File: src/rtl/wsc_pkg.sv
// Shared constants and the arctangent table of the waypoint steering controller.
// Depends on nothing; used by wsc_cordic and waypoint_steering_controller.
package wsc_pkg;

    // angle width, signed Q3.13
    localparam int ANG_W = 16;
    // CORDIC datapath widths: bearing from 17-bit deltas, heading from Q2.28 products
    localparam int BRG_W = 20;
    localparam int HDG_W = 36;
    // heading error width
    localparam int ERR_W = 17;

    localparam logic signed [ANG_W-1:0] ANG_PI      = 16'sd25736;
    localparam logic signed [ANG_W-1:0] ANG_HALF_PI = 16'sd12868;

    localparam logic signed [ERR_W-1:0] ERR_PI      = 17'sd25736;
    localparam logic signed [ERR_W-1:0] ERR_TWO_PI  = 17'sd51472;
    localparam logic [ERR_W-1:0]        ALIGN_LIMIT = 17'd819;

    // 0.08 in Q0.16, with round-half-up
    localparam logic [29:0] SLOW_FACTOR = 30'd5243;
    localparam logic [29:0] SLOW_ROUND  = 30'd32768;

    // register map
    localparam logic [0:0] REG_CRUISE_SPEED = 1'b0;
    localparam logic [0:0] REG_ARRIVE_TOL   = 1'b1;

    localparam logic [15:0] CRUISE_RESET = 16'd1229;
    localparam logic [14:0] TOL_RESET    = 15'd26;

    // atan(2^-i) in Q3.13
    function automatic logic signed [ANG_W-1:0] atan_q13(input int unsigned idx);
        logic signed [ANG_W-1:0] r;
        case (idx)
            0:       r = 16'sd6434;
            1:       r = 16'sd3798;
            2:       r = 16'sd2007;
            3:       r = 16'sd1019;
            4:       r = 16'sd511;
            5:       r = 16'sd256;
            6:       r = 16'sd128;
            7:       r = 16'sd64;
            8:       r = 16'sd32;
            9:       r = 16'sd16;
            10:      r = 16'sd8;
            11:      r = 16'sd4;
            12:      r = 16'sd2;
            13:      r = 16'sd1;
            default: r = 16'sd0;
        endcase
        return r;
    endfunction

endpackage

File: src/rtl/wsc_cordic.sv
// Pipelined vectoring CORDIC atan2: quarter-turn pre-rotation, one iteration per stage.
// Depends on wsc_pkg; stage loads are driven by the top level's pipeline control.
module wsc_cordic #(
    parameter int W      = 36,
    parameter int STAGES = 16
) (
    input  logic                             clk,
    input  logic [STAGES:0]                  ld,
    input  logic signed [W-1:0]              x_in,
    input  logic signed [W-1:0]              y_in,
    output logic signed [wsc_pkg::ANG_W-1:0] angle
);

    logic signed [W-1:0]              x_reg    [0:STAGES];
    logic signed [W-1:0]              y_reg    [0:STAGES];
    logic signed [wsc_pkg::ANG_W-1:0] z_reg    [0:STAGES];
    logic                             zero_reg [0:STAGES];

    // pre-rotation into the right half plane
    always_ff @(posedge clk)
    begin
        if (ld[0])
        begin
            zero_reg[0] <= (x_in == '0) && (y_in == '0);
            if (x_in[W-1])
            begin
                if (!y_in[W-1])
                begin
                    x_reg[0] <= y_in;
                    y_reg[0] <= -x_in;
                    z_reg[0] <= wsc_pkg::ANG_HALF_PI;
                end
                else
                begin
                    x_reg[0] <= -y_in;
                    y_reg[0] <= x_in;
                    z_reg[0] <= -wsc_pkg::ANG_HALF_PI;
                end
            end
            else
            begin
                x_reg[0] <= x_in;
                y_reg[0] <= y_in;
                z_reg[0] <= '0;
            end
        end
    end

    for (genvar i = 0; i < STAGES; i++)
    begin : g_iter
        logic signed [W-1:0] xs;
        logic signed [W-1:0] ys;

        // floor shifts
        assign xs = x_reg[i] >>> i;
        assign ys = y_reg[i] >>> i;

        always_ff @(posedge clk)
        begin
            if (ld[i+1])
            begin
                zero_reg[i+1] <= zero_reg[i];
                if (!y_reg[i][W-1])
                begin
                    x_reg[i+1] <= x_reg[i] + ys;
                    y_reg[i+1] <= y_reg[i] - xs;
                    z_reg[i+1] <= z_reg[i] + wsc_pkg::atan_q13(i);
                end
                else
                begin
                    x_reg[i+1] <= x_reg[i] - ys;
                    y_reg[i+1] <= y_reg[i] + xs;
                    z_reg[i+1] <= z_reg[i] - wsc_pkg::atan_q13(i);
                end
            end
        end
    end

    // zero vector gives 0; otherwise clamp to [-pi, pi]
    always_comb
    begin
        if (zero_reg[STAGES])
            angle = '0;
        else if (z_reg[STAGES] > wsc_pkg::ANG_PI)
            angle = wsc_pkg::ANG_PI;
        else if (z_reg[STAGES] < -wsc_pkg::ANG_PI)
            angle = -wsc_pkg::ANG_PI;
        else
            angle = z_reg[STAGES];
    end

endmodule

File: config.mk
export PLATFORM = sky130hd
export DESIGN_NAME = wsc_cordic
export DESIGN_NICKNAME = d
export VERILOG_FILES = /design/src/rtl/wsc_pkg.sv /design/src/rtl/wsc_cordic.sv
export SDC_FILE = /design/constraint.sdc
export NUM_CORES = 2
export LEC_CHECK = 0
export BUFFER_PORTS_ARGS = -buffer_cell sky130_fd_sc_hd__buf_2
export CORE_UTILIZATION = 59
export CTS_BUF_LIST = sky130_fd_sc_hd__clkbuf_16
export DETAILED_ROUTE_END_ITERATION = 6
export PLACE_DENSITY = 0.78
export SYNTH_ARGS = -nofsm -noshare
export SYNTH_HDL_FRONTEND = slang
export SYNTH_SLANG_ARGS = --single-unit
File: constraint.sdc
create_clock -name clk -period 4.73 [get_ports clk]
set_clock_uncertainty 0.1 [all_clocks]
set_input_delay 0.2365 -clock clk [delete_from_list [all_inputs] [get_ports clk]]
set_output_delay 0.2365 -clock clk [all_outputs]
set_load 0.01 [all_outputs]
* Word-level counts from Yosys, hierarchy flattened
Memories as Yosys holds them, arrays and structs flattened.
Cells that the tools add are included.
** Cells by class
- Muxes and demuxes :: 198
- Add/sub/neg operators :: 93
- Reductions and logical operators :: 3
- $lt $le $gt $ge :: 2
- Bitwise operators :: 54
** Operator list (count)
- 36-bit 2-to-1 mux :: 36
- 16-bit 2-to-1 mux :: 21
- 1-bit 2-to-1 mux :: 141
- 36-bit by 21-bit adder with 36-bit output :: 2
- 36-bit by 22-bit adder with 36-bit output :: 2
- 36-bit by 23-bit adder with 36-bit output :: 2
- 36-bit by 24-bit adder with 36-bit output :: 2
- 36-bit by 25-bit adder with 36-bit output :: 2
- 36-bit by 26-bit adder with 36-bit output :: 2
- 36-bit by 27-bit adder with 36-bit output :: 2
- 36-bit by 28-bit adder with 36-bit output :: 2
- 36-bit by 29-bit adder with 36-bit output :: 2
- 36-bit by 30-bit adder with 36-bit output :: 2
- 36-bit by 31-bit adder with 36-bit output :: 2
- 36-bit by 32-bit adder with 36-bit output :: 2
- 36-bit by 33-bit adder with 36-bit output :: 2
- 36-bit by 34-bit adder with 36-bit output :: 2
- 36-bit by 35-bit adder with 36-bit output :: 2
- 36-bit logical NOT :: 2
- 36-bit negator :: 2
- 36-bit by 21-bit subtractor with 36-bit output :: 2
- 36-bit by 22-bit subtractor with 36-bit output :: 2
- 36-bit by 23-bit subtractor with 36-bit output :: 2
- 36-bit by 24-bit subtractor with 36-bit output :: 2
- other kinds (43) :: 110
** Storage, ports and cells
- Output and inout port bits :: 16
- Bits in writable memories :: 1513
- Register bits :: 0
- Memories :: 4
- Input bits :: 90
** Memory list
- x_reg :: words 17, bits a word 36, read ports 16, clocked after Yosys merged registers in 0, wr ports 17, RTL line wsc_cordic.sv:14 : logic signed [W-1:0] x_reg [0:STAGES];
- y_reg :: words 17, bits a word 36, read ports 16, clocked after Yosys merged registers in 0, wr ports 17, RTL line wsc_cordic.sv:15 : logic signed [W-1:0] y_reg [0:STAGES];
- z_reg :: words 17, bits a word 16, read ports 17, clocked after Yosys merged registers in 0, wr ports 17, RTL line wsc_cordic.sv:16 : logic signed [wsc_pkg::ANG_W-1:0] z_reg [0:STAGES];
- zero_reg :: words 17, bits a word 1, read ports 17, clocked after Yosys merged registers in 0, wr ports 17, RTL line wsc_cordic.sv:17 : logic zero_reg [0:STAGES];

* Depth between registers and ports, before layout
- Depth in word-level cells :: 6
- Mapped depth :: 22
- Gate-level depth less buffers :: 21

* Worst setup path before layout
OpenSTA, ideal clock, no wires.
- Path type :: register to register
- Start point :: mem x_reg[4][13]
- End point :: mem y_reg[5][32] (data pin)
- Arrival time :: 4.486 ns
- Path slack :: -0.115 ns
- Data required time :: 4.371 ns
- Path buffers :: 0
- Cell stages (with the launch flop) :: 19
- Clock period less this slack :: 4.845 ns
- Library setup time :: 0.259 ns
- Cells stage by stage :: edfxtp_1 or4_1 nor4_1 inv_1 nor4_1 nor2_1 xor2_1 ha_1 a21o_1 a21o_1 a2111oi_0 a221oi_1 o21ai_1 o311ai_1 o311ai_2 a21oi_1 a211o_1 a21oi_1 xnor2_1
** RTL lines (RTL line)
- from (decl) :: wsc_cordic.sv:14
- to (decl) :: wsc_cordic.sv:15

==> metrics.md <==
| Metric | Value |
|---|---|
| Status | `complete, but fails checks` |
| Failing checks | `design-rule violations, negative setup slack` |
| Remaining routing DRC violations | `18` |
| Unrepaired setup endpoints after global routing | `true` |
| Slowest CP cell | `or4_4` |
| CTS HTree Levels | `4` |
| WL final | `between 200000 and 300000 um` |
| Crit-path cells | `or4_4 -> nor4_4 -> nand2_2 -> nor4_4 -> nand2_1 -> or4_4 -> nor4_4 -> nor2_1 -> xnor2_1 -> ha_1 -> a21o_1 -> a21o_1 -> a21o_1 -> a21oi_2 -> nor2b_1 -> a311oi_2 -> o21ai_1 -> a21o_1 -> a21oi_2 -> xnor2_1` |
| WP data required | `a little over 5000 ps` |
| Distinct cell type count after synthesis | `a little under 100` |
| First-pass GRT wire length | `approximately 460000 um` |
| Ys flop type | `edfxtp_1` |
| Most frequent cell after synthesis | `edfxtp_1` |
| Yosys top cell by area | `edfxtp_1` |
| Largest register FFs | `469` |
| Per-cell routed wire length | `just over 20 um` |
| Slew margin rel. | `12.5%` |
| Total GRT Usage | `32.7%` |
| Most common cell on crit path | `a21o_1` |
| EDFF count, synth | `between 1000 and 1500` |
| Reg clk slew, reported paths | `~60 ps` |
| Worst R2R Path Depth | `20` |
| Cell at the root of the clock tree | `clkbuf_16` |
| Final setup viols | `6` |
| Num ports | `~110` |
| Total number of yosys warnings | `0` |
| Die X-Extent | `~420 um` |
| Post-DRT Antenna Nets | `0` |
| Mean post-synth cell area | `between 9 and 10 sq um` |
| Via/cell ratio | `~6.2` |
| Final GP Congestion | `around 1.0` |
| Final Hold Viols | `0` |
| CTS sink count | `roughly 1200` |
| Initial Utilization | `~60%` |
| Drt pass-1 iters | `7` |
| Hold depth | `2` |
| Post-synthesis cell count | `around 11000` |
| Die height | `between 400 and 500 um` |
| #FFs+latches synth | `roughly 1200` |
| Row count | `152` |
| Iteration-0 DRC Markers | `around 9000` |
| # fillers | `~13000` |
| Num CTS Buffers | `~140` |
| Buffers on Ports | `~100` |
| Minimum clock period | `4900 ps` |
| Layout area overhead | `16.9%` |
| Die footprint | `around 180000 sq um` |
| Dpl hpwl | `231000 um` |
| Worst R2R End | `x_reg[5][34]$_DFFE_PP_` |
| DR vias | `around 90000` |
| Area of the mapped netlist | `102000 sq um` |
| Max incr delay on CP | `approximately 570 ps` |
| Synth top area cells | `edfxtp_1 (35%), ha_1 (13%), xnor2_1 (8.6%)` |
| Synth top area share | `34.7%` |
| Placed cells | `approximately 14000` |
| Slew Viols, Final | `0` |
| Synth top cells by count | `edfxtp_1 (1182), a21oi_1 (1130), ha_1 (1102)` |
| Ratio of cells with drive above 1 in the final layout | `between 10% and 20%` |
| Clk_lat worst skew | `810 ps` |
| Worst reg-to-reg setup slack | `-170 ps` |
| CP Launch Type | `register` |
| HP Class | `in2reg` |
| CTS tree | `yes` |
| Core ar. | `roughly 170000 sq um` |
| Critical Path End Type | `register` |
| Global route overflow | `0` |
| Tcrit/Tclk final | `104%` |
| Hold Path Origin | `ld[12]` |
| Register area share after synthesis | `about a third` |
| Kind of critical path | `reg2reg` |
| Clock buffer depth | `3` |
| Vias in the first global route | `between 80000 and 90000` |
| Arr. time, crit path | `~5400 ps` |
| Largest net degree at the start of global routing | `95` |
| Worst-Margin Slew | `between 1000 and 1500 ps` |
| Post-layout net count | `~13000` |
| Max-cap violations | `0` |
| Synth Net Count | `approximately 12000` |
| Reg2reg start | `y_reg[4][9]$_DFFE_PP_` |
| Worst Path Max Fanout | `4` |
| Min setup slack post-route | `-174 ps` |
| FMAX | `between 200 and 250 MHz` |
| Hold EP | `y_reg[12][35]$_DFFE_PP_` |
| Asr flop ratio synth | `0%` |
| Post-route non-filler standard cell count | `about 14000` |
| Initial antenna violation count | `4` |
-- placed cells by master (no fill, tap or decap), types with 40 or more instances in the layout --
cell / count
xnor2_1: 1003
a21o_1: 427
inv_1: 524
nand2b_1: 208
nor2_1: 842
ha_1: 1094
nor4_1: 60
a21oi_1: 1070
nand4_1: 89
and3_1: 78
or3_1: 80
o21a_1: 160
nor2b_1: 133
or4_1: 40
buf_2: 91
nand3_1: 154
a21oi_2: 58
o21bai_1: 161
xor2_1: 589
o31ai_1: 123
dlygate4sd3_1: 133
o21ai_1: 59
o211ai_1: 42
nor3_1: 214
buf_4: 856
a31oi_1: 80
o41ai_1: 59
clkbuf_16: 138
edfxtp_1: 1182
and2_1: 45
nand2_1: 639
o21ai_0: 625
a211oi_1: 52
-- worst max-delay path by stage --
stage	slack, ps	cells past startpoint	end	start
after CTS	-190	19	x_reg[5][34]$_DFFE_PP_	y_reg[4][8]$_DFFE_PP_
final	-170	20	x_reg[5][34]$_DFFE_PP_	y_reg[4][9]$_DFFE_PP_
after detailed placement	-310	21	y_reg[12][34]$_DFFE_PP_	x_reg[11][12]$_DFFE_PP_
after global routing	-390	20	x_reg[5][34]$_DFFE_PP_	y_reg[4][9]$_DFFE_PP_
after floorplan	-10	18	y_reg[5][32]$_DFFE_PP_	x_reg[4][13]$_DFFE_PP_
after global placement	-310	19	x_reg[5][34]$_DFFE_PP_	y_reg[4][9]$_DFFE_PP_
-- final cells by class --
type / count / area (sq um) / area share, %
sequential: 1182 / 35500 / 29.6
timing repair buffer: 1094 / 8410 / 7.03
tap: 2310 / 2890 / 2.41
multi-input combinational: 8995 / 66200 / 55.3
clock inverter: 109 / 1320 / 1.10
antenna: 6 / 15.0 / 0.0125
clock buffer: 138 / 3450 / 2.88
inverter: 525 / 1980 / 1.66
-- critical path, delay by kind of cell, from the launching register on --
family	cells	cell delay, ps
AOI/OAI and AO/OA	8	1220
xor gates and xnor gates	2	220
and+or+nand+nor	9	2410
adders and majority gates	1	310
DFF	1	390
-- stage by stage --
step	setup TNS (ps)	hold slack [ps]	worst slack (ps)	util (%)	instance area, sq um
floorplan	-11.4	249	-11.4	-	102000
global placement	-2030	302	-308	64.4	111000
detailed placement	-4250	305	-314	64.4	111000
CTS	-516	150	-190	68.2	117000
global route	-4800	202	-390	69.6	120000
finish	-569	169	-174	69.7	120000
-- layer usage --
layer	global-route usage [%]	share of wire (%)	vias up	wire [um]
met3	5.48	7.4	756	22100
li1	-	-	42400	-
met2	54.8	47	3620	141000
met5	0	0	-	0
met1	42.1	41	42800	123000
met4	12.2	4.0	0	11800
-- logic make-up after synthesis --
logic type | Yosys count | share of synthesized area, %
xor gates and xnor gates | 1599 | 13.7
muxes | 38 | 0.386
and+or+nand+nor | 2873 | 13.7
DFF | 1182 | 34.7
buffers and inverters | 783 | 2.88
AOI/OAI and AO/OA | 3345 | 20.5
adders and majority gates | 1139 | 14.2
other | 1 | 0.00366
-- timing repair --
action	4_1_cts	5_1_grt
setup endpoints to repair	61	189
hold endpoints to repair	357	0
hold buffers	133	0
pin swaps	20	190
buffers inserted	5	81
gates resized for setup	86	432
Power is left out: the tool's default activity adds up to more than one toggle a clock period on the data nets, which glitch-free logic cannot reach.
